--- config.mk ---
export PLATFORM = sky130hd
export DESIGN_NAME = hotspot_alarm_lifecycle_flat
export DESIGN_NICKNAME = d
export VERILOG_FILES = /design/src/hal_pkg.sv /design/src/hal_if.sv /design/src/hal_cfg.sv /design/src/hal_in_reg.sv /design/src/hal_core.sv /design/src/hal_out_reg.sv /design/src/hotspot_alarm_lifecycle.sv /design/src/flat_wrapper.sv
export VERILOG_INCLUDE_DIRS = /design/src /design/src/src
export SDC_FILE = /design/constraint.sdc
export NUM_CORES = 1
export LEC_CHECK = 0
export ABC_AREA = 1
export ABC_CLOCK_PERIOD_IN_PS = 5030
export BUFFER_PORTS_ARGS = -buffer_cell sky130_fd_sc_hd__buf_2
export CAP_MARGIN = 30
export CELL_PAD_IN_SITES_DETAIL_PLACEMENT = 0
export CELL_PAD_IN_SITES_GLOBAL_PLACEMENT = 1
export CORE_UTILIZATION = 40
export DETAILED_ROUTE_END_ITERATION = 8
export GPL_TIMING_DRIVEN = 0
export PLACE_DENSITY_LB_ADDON = 0.1
export SYNTH_ARGS = -nofsm -noshare
export SYNTH_HDL_FRONTEND = slang
export SYNTH_HIERARCHICAL = 1
export SYNTH_SLANG_ARGS = --single-unit
--- constraint.sdc ---
create_clock -name clk -period 5.03 [get_ports clk]
set_input_delay 1.006 -clock clk [delete_from_list [all_inputs] [get_ports clk]]
set_output_delay 1.006 -clock clk [all_outputs]
set_load 0.005 [all_outputs]
--- src/assert_macros.svh ---
// ----------------------------------------------------------------------------
// assert_macros.svh
// Shared concurrent assertion macros, clocked on clk, disabled in reset.
// ----------------------------------------------------------------------------
`ifndef ASSERT_MACROS_SVH
`define ASSERT_MACROS_SVH

// Same-cycle implication.
`define HAL_ASSERT_NOW(label, ante, cons) \
  label: assert property (@(posedge clk) disable iff (!rst_n) (ante) |-> (cons)) \
    else $error("hal assertion failed");

// Next-cycle implication.
`define HAL_ASSERT_NEXT(label, ante, cons) \
  label: assert property (@(posedge clk) disable iff (!rst_n) (ante) |=> (cons)) \
    else $error("hal assertion failed");

`endif

--- src/hal_pkg.sv ---
// ----------------------------------------------------------------------------
// hal_pkg
// Types, codes and defaults for the hotspot alarm lifecycle tracker.
// ----------------------------------------------------------------------------
package hal_pkg;

  localparam int HAL_COUNT_WIDTH = 16;
  localparam int HAL_LEVEL_WIDTH = 16;
  localparam int HAL_CFG_IDX_W   = 8;
  localparam int HAL_CFG_DATA_W  = 16;

  // configuration register indexes
  localparam logic [HAL_CFG_IDX_W-1:0] REG_CONFIRM_STEPS   = 8'd0;
  localparam logic [HAL_CFG_IDX_W-1:0] REG_SEVERITY        = 8'd1;
  localparam logic [HAL_CFG_IDX_W-1:0] REG_AUTO_DISMISS    = 8'd2;
  localparam logic [HAL_CFG_IDX_W-1:0] REG_RESOLVE_STEPS   = 8'd3;

  localparam logic [7:0]  RST_CONFIRM_STEPS = 8'd3;
  localparam logic [15:0] RST_SEVERITY      = 16'd750;
  localparam logic [15:0] RST_AUTO_DISMISS  = 16'd10;
  localparam logic [7:0]  RST_RESOLVE_STEPS = 8'd3;

  typedef enum logic [2:0] {
    KIND_START    = 3'd0,
    KIND_DETECT   = 3'd1,
    KIND_MISS     = 3'd2,
    KIND_CONFIRM  = 3'd3,
    KIND_DISMISS  = 3'd4,
    KIND_MITIGATE = 3'd5
  } kind_t;

  // output encoding of the alarm state
  localparam logic [2:0] CODE_CANDIDATE  = 3'd0;
  localparam logic [2:0] CODE_CONFIRMED  = 3'd1;
  localparam logic [2:0] CODE_ACTIVE     = 3'd2;
  localparam logic [2:0] CODE_MITIGATING = 3'd3;
  localparam logic [2:0] CODE_RESOLVED   = 3'd4;
  localparam logic [2:0] CODE_DISMISSED  = 3'd5;

  typedef enum logic [5:0] {
    ST_CANDIDATE  = 6'b000001,
    ST_CONFIRMED  = 6'b000010,
    ST_ACTIVE     = 6'b000100,
    ST_MITIGATING = 6'b001000,
    ST_RESOLVED   = 6'b010000,
    ST_DISMISSED  = 6'b100000
  } alarm_state_t;

  typedef struct packed {
    logic [7:0]  confirm_steps;
    logic [15:0] severity_threshold;
    logic [15:0] auto_dismiss_steps;
    logic [7:0]  resolve_steps;
  } cfg_t;

  function automatic logic [2:0] state_code(input alarm_state_t st);
    logic [2:0] code;
    case (st)
      ST_CANDIDATE:  code = CODE_CANDIDATE;
      ST_CONFIRMED:  code = CODE_CONFIRMED;
      ST_ACTIVE:     code = CODE_ACTIVE;
      ST_MITIGATING: code = CODE_MITIGATING;
      ST_RESOLVED:   code = CODE_RESOLVED;
      ST_DISMISSED:  code = CODE_DISMISSED;
      default:       code = CODE_CANDIDATE;
    endcase
    return code;
  endfunction

endpackage

--- src/hal_if.sv ---
// ----------------------------------------------------------------------------
// hal_if
// Valid/ready channels: input items, result items and configuration writes.
// ----------------------------------------------------------------------------
interface hal_in_if #(parameter int LEVEL_WIDTH = 16);
  logic                   valid;
  logic                   ready;
  logic [2:0]             kind;
  logic [LEVEL_WIDTH-1:0] concentration;

  modport source (output valid, kind, concentration, input ready);
  modport sink   (input valid, kind, concentration, output ready);
endinterface

interface hal_out_if #(parameter int COUNT_WIDTH = 16, parameter int LEVEL_WIDTH = 16);
  logic                   valid;
  logic                   ready;
  logic                   changed;
  logic [2:0]             alarm_state;
  logic                   terminal;
  logic                   live;
  logic [LEVEL_WIDTH-1:0] peak_level;
  logic [LEVEL_WIDTH-1:0] current_level;
  logic [COUNT_WIDTH-1:0] hit_run;
  logic [COUNT_WIDTH-1:0] miss_run;

  modport source (output valid, changed, alarm_state, terminal, live, peak_level,
                  current_level, hit_run, miss_run, input ready);
  modport sink   (input valid, changed, alarm_state, terminal, live, peak_level,
                  current_level, hit_run, miss_run, output ready);
endinterface

interface hal_cfg_if #(parameter int IDX_W = 8, parameter int DATA_W = 16);
  logic              valid;
  logic              ready;
  logic [IDX_W-1:0]  index;
  logic [DATA_W-1:0] data;

  modport source (output valid, index, data, input ready);
  modport sink   (input valid, index, data, output ready);
endinterface

--- src/hal_cfg.sv ---
// ----------------------------------------------------------------------------
// hal_cfg
// Threshold register file, written through the configuration channel.
// ----------------------------------------------------------------------------
module hal_cfg import hal_pkg::*; (
  input  logic       clk,
  input  logic       rst_n,
  hal_cfg_if.sink    cfg_ch,
  output cfg_t       cfg
);

  cfg_t cfg_r;

  assign cfg_ch.ready = 1'b1;
  assign cfg          = cfg_r;

  always_ff @(posedge clk) begin
    if (!rst_n) begin
      cfg_r.confirm_steps      <= RST_CONFIRM_STEPS;
      cfg_r.severity_threshold <= RST_SEVERITY;
      cfg_r.auto_dismiss_steps <= RST_AUTO_DISMISS;
      cfg_r.resolve_steps      <= RST_RESOLVE_STEPS;
    end else if (cfg_ch.valid) begin
      case (cfg_ch.index)
        REG_CONFIRM_STEPS: cfg_r.confirm_steps      <= cfg_ch.data[7:0];
        REG_SEVERITY:      cfg_r.severity_threshold <= cfg_ch.data[15:0];
        REG_AUTO_DISMISS:  cfg_r.auto_dismiss_steps <= cfg_ch.data[15:0];
        REG_RESOLVE_STEPS: cfg_r.resolve_steps      <= cfg_ch.data[7:0];
        default: ;
      endcase
    end
  end

endmodule

--- src/hal_in_reg.sv ---
// ----------------------------------------------------------------------------
// hal_in_reg
// Input register: captures one item and holds it until the core takes it.
// ----------------------------------------------------------------------------
module hal_in_reg import hal_pkg::*; #(
  parameter int LEVEL_WIDTH = HAL_LEVEL_WIDTH
) (
  input  logic                   clk,
  input  logic                   rst_n,
  hal_in_if.sink                 in_ch,
  input  logic                   advance,
  output logic                   item_valid,
  output logic [2:0]             item_kind,
  output logic [LEVEL_WIDTH-1:0] item_level
);

  logic                   valid_r;
  logic [2:0]             kind_r;
  logic [LEVEL_WIDTH-1:0] level_r;
  logic                   take;

  assign in_ch.ready = !valid_r || advance;
  assign take        = in_ch.valid && in_ch.ready;

  always_ff @(posedge clk) begin
    if (!rst_n) begin
      valid_r <= 1'b0;
    end else if (in_ch.ready) begin
      valid_r <= in_ch.valid;
    end
  end

  always_ff @(posedge clk) begin
    if (take) begin
      kind_r  <= in_ch.kind;
      level_r <= in_ch.concentration;
    end
  end

  assign item_valid = valid_r;
  assign item_kind  = kind_r;
  assign item_level = level_r;

endmodule

--- src/hal_core.sv ---
// ----------------------------------------------------------------------------
// hal_core
// Event state and counters; next state for one item per cycle unless stalled.
// ----------------------------------------------------------------------------
module hal_core import hal_pkg::*; #(
  parameter int COUNT_WIDTH = HAL_COUNT_WIDTH,
  parameter int LEVEL_WIDTH = HAL_LEVEL_WIDTH
) (
  input  logic                   clk,
  input  logic                   rst_n,
  input  cfg_t                   cfg,
  input  logic                   step,
  input  logic [2:0]             kind,
  input  logic [LEVEL_WIDTH-1:0] level,
  output logic                   res_changed,
  output logic [2:0]             res_state,
  output logic                   res_terminal,
  output logic                   res_live,
  output logic [LEVEL_WIDTH-1:0] res_peak,
  output logic [LEVEL_WIDTH-1:0] res_current,
  output logic [COUNT_WIDTH-1:0] res_hit,
  output logic [COUNT_WIDTH-1:0] res_miss
);

  localparam int LVL_CMP_W = (LEVEL_WIDTH > 16) ? LEVEL_WIDTH : 16;
  localparam int AGE_CMP_W = (COUNT_WIDTH > 16) ? COUNT_WIDTH : 16;

  logic                   live_r,    live_nxt;
  alarm_state_t           state_r,   state_nxt;
  logic [COUNT_WIDTH-1:0] hit_r,     hit_nxt;
  logic [COUNT_WIDTH-1:0] miss_r,    miss_nxt;
  logic [COUNT_WIDTH-1:0] age_r,     age_nxt;
  logic [LEVEL_WIDTH-1:0] peak_r,    peak_nxt;
  logic [LEVEL_WIDTH-1:0] current_r, current_nxt;

  logic [COUNT_WIDTH-1:0] hit_inc, miss_inc, age_inc;
  logic                   severe, confirm_met, resolve_met, age_met;

  assign hit_inc  = (&hit_r)  ? hit_r  : hit_r  + COUNT_WIDTH'(1);
  assign miss_inc = (&miss_r) ? miss_r : miss_r + COUNT_WIDTH'(1);
  assign age_inc  = (&age_r)  ? age_r  : age_r  + COUNT_WIDTH'(1);

  assign severe      = LVL_CMP_W'(level) >= LVL_CMP_W'(cfg.severity_threshold);
  assign confirm_met = hit_inc >= COUNT_WIDTH'(cfg.confirm_steps);
  assign resolve_met = miss_inc >= COUNT_WIDTH'(cfg.resolve_steps);
  assign age_met     = AGE_CMP_W'(age_inc) >= AGE_CMP_W'(cfg.auto_dismiss_steps);

  always_comb begin
    live_nxt    = live_r;
    state_nxt   = state_r;
    hit_nxt     = hit_r;
    miss_nxt    = miss_r;
    age_nxt     = age_r;
    peak_nxt    = peak_r;
    current_nxt = current_r;
    if (step) begin
      if (kind == KIND_START) begin
        live_nxt    = 1'b1;
        state_nxt   = ST_CANDIDATE;
        peak_nxt    = level;
        current_nxt = level;
        hit_nxt     = COUNT_WIDTH'(1);
        miss_nxt    = '0;
        age_nxt     = '0;
      end else if (live_r) begin
        case (kind)
          KIND_DETECT: begin
            age_nxt     = age_inc;
            current_nxt = level;
            if (level > peak_r) peak_nxt = level;
            hit_nxt     = hit_inc;
            miss_nxt    = '0;
            case (state_r)
              ST_CANDIDATE: begin
                if (confirm_met) state_nxt = severe ? ST_ACTIVE : ST_CONFIRMED;
              end
              ST_CONFIRMED, ST_MITIGATING: begin
                if (severe) state_nxt = ST_ACTIVE;
              end
              ST_RESOLVED: begin
                // re-arm
                state_nxt = ST_ACTIVE;
                hit_nxt   = COUNT_WIDTH'(1);
              end
              default: ;
            endcase
          end
          KIND_MISS: begin
            age_nxt  = age_inc;
            hit_nxt  = '0;
            miss_nxt = miss_inc;
            case (state_r)
              ST_CANDIDATE: begin
                if (age_met) state_nxt = ST_DISMISSED;
              end
              ST_CONFIRMED, ST_ACTIVE, ST_MITIGATING: begin
                if (resolve_met) state_nxt = ST_RESOLVED;
              end
              default: ;
            endcase
          end
          KIND_CONFIRM: begin
            if (state_r == ST_CANDIDATE) state_nxt = ST_CONFIRMED;
          end
          KIND_DISMISS: begin
            if (state_r != ST_RESOLVED && state_r != ST_DISMISSED) state_nxt = ST_DISMISSED;
          end
          KIND_MITIGATE: begin
            if (state_r == ST_ACTIVE || state_r == ST_CONFIRMED) state_nxt = ST_MITIGATING;
          end
          default: ;
        endcase
      end
    end
  end

  always_ff @(posedge clk) begin
    if (!rst_n) begin
      live_r    <= 1'b0;
      state_r   <= ST_CANDIDATE;
      hit_r     <= '0;
      miss_r    <= '0;
      age_r     <= '0;
      peak_r    <= '0;
      current_r <= '0;
    end else begin
      live_r    <= live_nxt;
      state_r   <= state_nxt;
      hit_r     <= hit_nxt;
      miss_r    <= miss_nxt;
      age_r     <= age_nxt;
      peak_r    <= peak_nxt;
      current_r <= current_nxt;
    end
  end

  assign res_changed  = step && ((kind == KIND_START) || (state_nxt != state_r));
  assign res_state    = state_code(state_nxt);
  assign res_terminal = (state_nxt == ST_RESOLVED) || (state_nxt == ST_DISMISSED);
  assign res_live     = live_nxt;
  assign res_peak     = peak_nxt;
  assign res_current  = current_nxt;
  assign res_hit      = hit_nxt;
  assign res_miss     = miss_nxt;

`include "assert_macros.svh"

  `HAL_ASSERT_NEXT(a_live_sticky, live_r, live_r)
  `HAL_ASSERT_NOW(a_idle_before_start, !live_r,
                  state_r == ST_CANDIDATE && hit_r == '0 && age_r == '0)
  `HAL_ASSERT_NEXT(a_dismiss_holds,
                   step && state_r == ST_DISMISSED && kind != KIND_START,
                   state_r == ST_DISMISSED)
  `HAL_ASSERT_NOW(a_peak_covers_current, live_r, peak_r >= current_r)

endmodule

--- src/hal_out_reg.sv ---
// ----------------------------------------------------------------------------
// hal_out_reg
// Result register: holds one result until the sink takes it.
// ----------------------------------------------------------------------------
module hal_out_reg import hal_pkg::*; #(
  parameter int COUNT_WIDTH = HAL_COUNT_WIDTH,
  parameter int LEVEL_WIDTH = HAL_LEVEL_WIDTH
) (
  input  logic                   clk,
  input  logic                   rst_n,
  input  logic                   load,
  output logic                   advance,
  input  logic                   res_changed,
  input  logic [2:0]             res_state,
  input  logic                   res_terminal,
  input  logic                   res_live,
  input  logic [LEVEL_WIDTH-1:0] res_peak,
  input  logic [LEVEL_WIDTH-1:0] res_current,
  input  logic [COUNT_WIDTH-1:0] res_hit,
  input  logic [COUNT_WIDTH-1:0] res_miss,
  hal_out_if.source              out_ch
);

  logic                   valid_r;
  logic                   changed_r;
  logic [2:0]             state_r;
  logic                   terminal_r;
  logic                   live_r;
  logic [LEVEL_WIDTH-1:0] peak_r;
  logic [LEVEL_WIDTH-1:0] current_r;
  logic [COUNT_WIDTH-1:0] hit_r;
  logic [COUNT_WIDTH-1:0] miss_r;

  assign advance = !valid_r || out_ch.ready;

  always_ff @(posedge clk) begin
    if (!rst_n) begin
      valid_r <= 1'b0;
    end else if (advance) begin
      valid_r <= load;
    end
  end

  always_ff @(posedge clk) begin
    if (advance && load) begin
      changed_r  <= res_changed;
      state_r    <= res_state;
      terminal_r <= res_terminal;
      live_r     <= res_live;
      peak_r     <= res_peak;
      current_r  <= res_current;
      hit_r      <= res_hit;
      miss_r     <= res_miss;
    end
  end

  assign out_ch.valid         = valid_r;
  assign out_ch.changed       = changed_r;
  assign out_ch.alarm_state   = state_r;
  assign out_ch.terminal      = terminal_r;
  assign out_ch.live          = live_r;
  assign out_ch.peak_level    = peak_r;
  assign out_ch.current_level = current_r;
  assign out_ch.hit_run       = hit_r;
  assign out_ch.miss_run      = miss_r;

endmodule

--- src/hotspot_alarm_lifecycle.sv ---
// Item path: an accepted item waits in the input register, the core computes its
// result combinationally and the result register loads it when it can advance.
// Throughput: one item per cycle; the input register and the result register
// stall together only while the result register is full and out_ch.ready is low.
// Reset (rst_n low, synchronous): no event open, state candidate, counters and
// levels zero, thresholds back to 3 / 750 / 10 / 3, both channels empty.
// ----------------------------------------------------------------------------
// hotspot_alarm_lifecycle
// Top level: config registers, input register, lifecycle core, result register.
// ----------------------------------------------------------------------------
module hotspot_alarm_lifecycle import hal_pkg::*; #(
  parameter int COUNT_WIDTH = HAL_COUNT_WIDTH,
  parameter int LEVEL_WIDTH = HAL_LEVEL_WIDTH
) (
  input  logic       clk,
  input  logic       rst_n,
  hal_in_if.sink     in_ch,
  hal_out_if.source  out_ch,
  hal_cfg_if.sink    cfg_ch
);

  cfg_t                   cfg;
  logic                   advance;
  logic                   item_valid;
  logic [2:0]             item_kind;
  logic [LEVEL_WIDTH-1:0] item_level;
  logic                   step;

  logic                   res_changed;
  logic [2:0]             res_state;
  logic                   res_terminal;
  logic                   res_live;
  logic [LEVEL_WIDTH-1:0] res_peak;
  logic [LEVEL_WIDTH-1:0] res_current;
  logic [COUNT_WIDTH-1:0] res_hit;
  logic [COUNT_WIDTH-1:0] res_miss;

  assign step = item_valid && advance;

  hal_cfg u_cfg (
    .clk    (clk),
    .rst_n  (rst_n),
    .cfg_ch (cfg_ch),
    .cfg    (cfg)
  );

  hal_in_reg #(.LEVEL_WIDTH(LEVEL_WIDTH)) u_in_reg (
    .clk        (clk),
    .rst_n      (rst_n),
    .in_ch      (in_ch),
    .advance    (advance),
    .item_valid (item_valid),
    .item_kind  (item_kind),
    .item_level (item_level)
  );

  hal_core #(.COUNT_WIDTH(COUNT_WIDTH), .LEVEL_WIDTH(LEVEL_WIDTH)) u_core (
    .clk          (clk),
    .rst_n        (rst_n),
    .cfg          (cfg),
    .step         (step),
    .kind         (item_kind),
    .level        (item_level),
    .res_changed  (res_changed),
    .res_state    (res_state),
    .res_terminal (res_terminal),
    .res_live     (res_live),
    .res_peak     (res_peak),
    .res_current  (res_current),
    .res_hit      (res_hit),
    .res_miss     (res_miss)
  );

  hal_out_reg #(.COUNT_WIDTH(COUNT_WIDTH), .LEVEL_WIDTH(LEVEL_WIDTH)) u_out_reg (
    .clk          (clk),
    .rst_n        (rst_n),
    .load         (item_valid),
    .advance      (advance),
    .res_changed  (res_changed),
    .res_state    (res_state),
    .res_terminal (res_terminal),
    .res_live     (res_live),
    .res_peak     (res_peak),
    .res_current  (res_current),
    .res_hit      (res_hit),
    .res_miss     (res_miss),
    .out_ch       (out_ch)
  );

endmodule

--- src/flat_wrapper.sv ---
// flat-port wrapper written by rule: the top's interface ports become plain ports
module hotspot_alarm_lifecycle_flat import hal_pkg::*;
#(
  parameter int COUNT_WIDTH = HAL_COUNT_WIDTH,
  parameter int LEVEL_WIDTH = HAL_LEVEL_WIDTH
)
  (clk, rst_n, in_ch_valid, in_ch_kind, in_ch_concentration, in_ch_ready, out_ch_valid, out_ch_changed, out_ch_alarm_state, out_ch_terminal, out_ch_live, out_ch_peak_level, out_ch_current_level, out_ch_hit_run, out_ch_miss_run, out_ch_ready, cfg_ch_valid, cfg_ch_index, cfg_ch_data, cfg_ch_ready);
  hal_in_if #(.LEVEL_WIDTH(LEVEL_WIDTH)) in_ch_i ();
  hal_out_if #(.COUNT_WIDTH(COUNT_WIDTH), .LEVEL_WIDTH(LEVEL_WIDTH)) out_ch_i ();
  hal_cfg_if #(.IDX_W(HAL_CFG_IDX_W), .DATA_W(HAL_CFG_DATA_W)) cfg_ch_i ();
  input  logic clk;
  input  logic rst_n;
  input wire logic [$bits(in_ch_i.valid)-1:0] in_ch_valid;
  input wire logic [$bits(in_ch_i.kind)-1:0] in_ch_kind;
  input wire logic [$bits(in_ch_i.concentration)-1:0] in_ch_concentration;
  output wire logic [$bits(in_ch_i.ready)-1:0] in_ch_ready;
  output wire logic [$bits(out_ch_i.valid)-1:0] out_ch_valid;
  output wire logic [$bits(out_ch_i.changed)-1:0] out_ch_changed;
  output wire logic [$bits(out_ch_i.alarm_state)-1:0] out_ch_alarm_state;
  output wire logic [$bits(out_ch_i.terminal)-1:0] out_ch_terminal;
  output wire logic [$bits(out_ch_i.live)-1:0] out_ch_live;
  output wire logic [$bits(out_ch_i.peak_level)-1:0] out_ch_peak_level;
  output wire logic [$bits(out_ch_i.current_level)-1:0] out_ch_current_level;
  output wire logic [$bits(out_ch_i.hit_run)-1:0] out_ch_hit_run;
  output wire logic [$bits(out_ch_i.miss_run)-1:0] out_ch_miss_run;
  input wire logic [$bits(out_ch_i.ready)-1:0] out_ch_ready;
  input wire logic [$bits(cfg_ch_i.valid)-1:0] cfg_ch_valid;
  input wire logic [$bits(cfg_ch_i.index)-1:0] cfg_ch_index;
  input wire logic [$bits(cfg_ch_i.data)-1:0] cfg_ch_data;
  output wire logic [$bits(cfg_ch_i.ready)-1:0] cfg_ch_ready;
  assign in_ch_i.valid = in_ch_valid;
  assign in_ch_i.kind = in_ch_kind;
  assign in_ch_i.concentration = in_ch_concentration;
  assign in_ch_ready = in_ch_i.ready;
  assign out_ch_valid = out_ch_i.valid;
  assign out_ch_changed = out_ch_i.changed;
  assign out_ch_alarm_state = out_ch_i.alarm_state;
  assign out_ch_terminal = out_ch_i.terminal;
  assign out_ch_live = out_ch_i.live;
  assign out_ch_peak_level = out_ch_i.peak_level;
  assign out_ch_current_level = out_ch_i.current_level;
  assign out_ch_hit_run = out_ch_i.hit_run;
  assign out_ch_miss_run = out_ch_i.miss_run;
  assign out_ch_i.ready = out_ch_ready;
  assign cfg_ch_i.valid = cfg_ch_valid;
  assign cfg_ch_i.index = cfg_ch_index;
  assign cfg_ch_i.data = cfg_ch_data;
  assign cfg_ch_ready = cfg_ch_i.ready;
  hotspot_alarm_lifecycle #(.COUNT_WIDTH(COUNT_WIDTH), .LEVEL_WIDTH(LEVEL_WIDTH)) u_core (.clk(clk), .rst_n(rst_n), .in_ch(in_ch_i), .out_ch(out_ch_i), .cfg_ch(cfg_ch_i));
endmodule
==> impl_metrics.env <==
export IMPL_synth_top_flop_cell="dfxtp_1"
export IMPL_numCtsBuffers=27
export IMPL_cp_top_family="simple AND/OR/NAND/NOR gates"
export IMPL_wl_per_cell_um=15.47
export IMPL_dr_first_iter_drc_count=663
export IMPL_rsz0062_at_grt="false"
export IMPL_start_util_pct=40.68
export IMPL_yosys_top_cells_area="dfxtp_1 22%, edfxtp_1 21%, nand2_1 12%"
export IMPL_power_leakage_nw=6.700
export IMPL_h_tree_depth=1
export IMPL_max_freq_ghz=0.2292
export IMPL_dp_slack_ps=689.1
export IMPL_grt_pass1_vias=10490
export IMPL_final_max_slew_viol_count=0
export IMPL_final_cell_mix="404 x nand2_1, 249 x inv_1, 153 x nor2_1, 137 x dfxtp_1, 132 x a21oi_1"
export IMPL_skew_ps=11.16
export IMPL_hp_class="reg -> reg"
export IMPL_synth_top_area_share_pct=21.98
export IMPL_syn_inst=1662
export IMPL_post_cts_resized=0
export IMPL_clk_pin_slew_worst_paths_ps=60
export IMPL_ys_warn_count=6
export IMPL_worst_pin_slew_ps=920.0
export IMPL_dieArea_um2=31900
export IMPL_grt_start_max_net_pins=29
export IMPL_end_kind="flip-flop"
export IMPL_gr_usage_all_layers_pct=21.89
export IMPL_worstPathMaxFanout=5
export IMPL_boundaryPins=121
export IMPL_fin_nets=1928
export IMPL_cp_num_buf_inv=4
export IMPL_antenna_found_initial=0
export IMPL_synth_area_um2=12480
export IMPL_start_kind="flip-flop"
export IMPL_yosysTopAreaCell="dfxtp_1"
export IMPL_cts_root_buf="clkbuf_16"
export IMPL_ys_types=49
export IMPL_io_buffers=119
export IMPL_layout_commonest_cell="nand2_1"
export IMPL_cp_data_arrival_time_ps=4670
export IMPL_grt_overflow_total=0
export IMPL_clockBufferDepth=3
export IMPL_cp_required_ps=5340
export IMPL_period_needed_ps=4363
export IMPL_final_cells=2230
export IMPL_syn2layout_area_growth_pct=16.63
export IMPL_ir_worst_vdd_mv=0.2741
export IMPL_drtPass1Iterations=5
export IMPL_cts_sinks=226
export IMPL_fin_crit_sh_pct=86.75
export IMPL_cts_tree="yes"
export IMPL_fin_tns_setup_ps=0
export IMPL_synth_yosys_seq_area_share_pct=43.40
export IMPL_setup_viol=0
export IMPL_drc=0
export IMPL_rows=64
export IMPL_drive_gt1_share_pct=13.47
export IMPL_die_w_um=178.6
export IMPL_hold_violations=0
export IMPL_ys_ff_latch=226
export IMPL_cpPeakStageDelay_ps=360
export IMPL_critPathSlowestCell="dfxtp_1"
export IMPL_pwr_density_cell_nw_per_um2=290.6
export IMPL_gp_congestion=0.8890
export IMPL_die_h_um=178.6
export IMPL_ctsHoldBuffers=0
export IMPL_avgViaCountPerCell=4.994
export IMPL_slew_headroom_pct=38.67
export IMPL_ys_async_sr_fraction_pct=0
export IMPL_grt_pass1_wl_mm=54.91
export IMPL_setup_ws_ps=666.7
export IMPL_vias=11140
export IMPL_synth_nets=1777
export IMPL_synth_avg_cell_area_um2=7.507
export IMPL_dpl_hpwl_mm=26.56
export IMPL_ant_nets=0
export IMPL_cts_post_setup_buffers_inserted=0
export IMPL_antenna_cells=0
export IMPL_nFillCells=3216
export IMPL_drv_cap=0
export IMPL_clock_latency_ps=550
export IMPL_synth_edf_count=89
export IMPL_status="finished, final reports clean"
export IMPL_worstSetupPathType="reg -> reg"
export IMPL_dp_cells=2180
export IMPL_critical_path_most_common_cell="nand2_1"
export IMPL_fp_coreArea_um2=30670
export IMPL_wl_mm=34.49
path summary, 6_finish.rpt:
path	from	to	slack, ps	cells after the start
setup / recovery	u_core/u_core/age_r[1]	u_core/u_out_reg/out_ch.terminal	670	31
hold / removal	u_core/u_cfg/cfg[9]	u_core/u_cfg/cfg[9]	460	2
setup reg to reg	u_core/u_core/age_r[1]	u_core/u_out_reg/out_ch.terminal	670	31
hold reg to reg	u_core/u_cfg/cfg[9]	u_core/u_cfg/cfg[9]	460	2
cells by family after synthesis:
family | synth area share (%)
fa+ha+maj | 6.719
compound gates | 11.08
simple gates | 27.19
xor+xnor | 1.264
flops | 43.40
other cells | 0.03006
buf+inv | 10.32
registers in the layout, summed over array words and instances (netlist names), 3 cells and up:
signal	cells
u_core/u_core/hit_r	16
u_core/u_in_reg/item_kind	3
u_core/u_out_reg/out_ch.alarm_state	3
u_core/u_core/state_r	6
u_core/u_out_reg/out_ch.current_level	16
u_core/u_out_reg/out_ch.hit_run	16
u_core/u_out_reg/out_ch.peak_level	16
u_core/u_in_reg/item_level	16
u_core/u_out_reg/out_ch.miss_run	16
u_core/u_cfg/cfg	48
u_core/u_core/current_r	16
u_core/u_core/age_r	16
u_core/u_core/peak_r	16
u_core/u_core/miss_r	16
through the flow:
| step | hold slack (ps) | power [mW] | util, % | area [µm²] |
|---|---|---|---|---|
| after floorplan | 428.9 | 2.167 | - | 12480 |
| after global routing | 489.6 | 4.398 | 47.45 | 14550 |
| after global placement | 443.8 | 2.284 | 44.24 | 13570 |
| after detailed placement | 445.8 | 2.289 | 44.49 | 13650 |
| after CTS | 460.8 | 4.294 | 47.45 | 14550 |
| final | 461.5 | 4.228 | 47.45 | 14550 |
per-layer routing:
metal  vias to the layer above  GRT usage, %  routed length (µm)
met2                       226         36.00               15700
met4                         0         6.003                 896
met5                         -             0                   0
li1                       5727             -                   -
met3                        56         2.813                1300
met1                      5128         29.99               16600
Yosys cell counts, types with 9 or more instances:
cell type	number
inv_2	11
buf_6	10
nand2_1	404
nand2_2	13
inv_1	249
dfxtp_1	137
o21ai_0	76
xor2_1	15
nor3_1	19
clkbuf_1	28
edfxtp_1	89
buf_2	9
nor2_2	14
nand4_1	26
o211ai_1	11
nand3_1	126
nor2_1	153
ha_1	67
a21oi_1	134
cell type report:
type                            count  area, µm²  share of cell area (%)
Sequential cell                   226       5415                   37.21
Timing Repair Buffer              122      658.1                   4.523
Multi-Input combinational cell   1119       5789                   39.78
Tap cell                          396      495.5                   3.405
Clock inverter                     17      177.7                   1.221
Clock buffer                       33      728.2                   5.004
Inverter                          262      983.4                   6.758
Buffer                             55      304.0                   2.089
report_power, final:
part / total (mW) / leakage (nW) / switching (mW) / internal [mW]
Sequential: 1.97 / 2.00 / 0.0206 / 1.94
Clock: 1.98 / 0.442 / 0.796 / 1.18
Combinational: 0.283 / 4.26 / 0.192 / 0.0914
worst register-to-register path, delay by kind of cell (launching register included):
kind            cells  cell delay, ps
fa+ha+maj           2             440
simple gates       22            2310
buf+inv             4             410
xor+xnor            1             210
compound gates      2             370
flops               1             360
No activity file was read; power rests on OpenSTA's default activity.
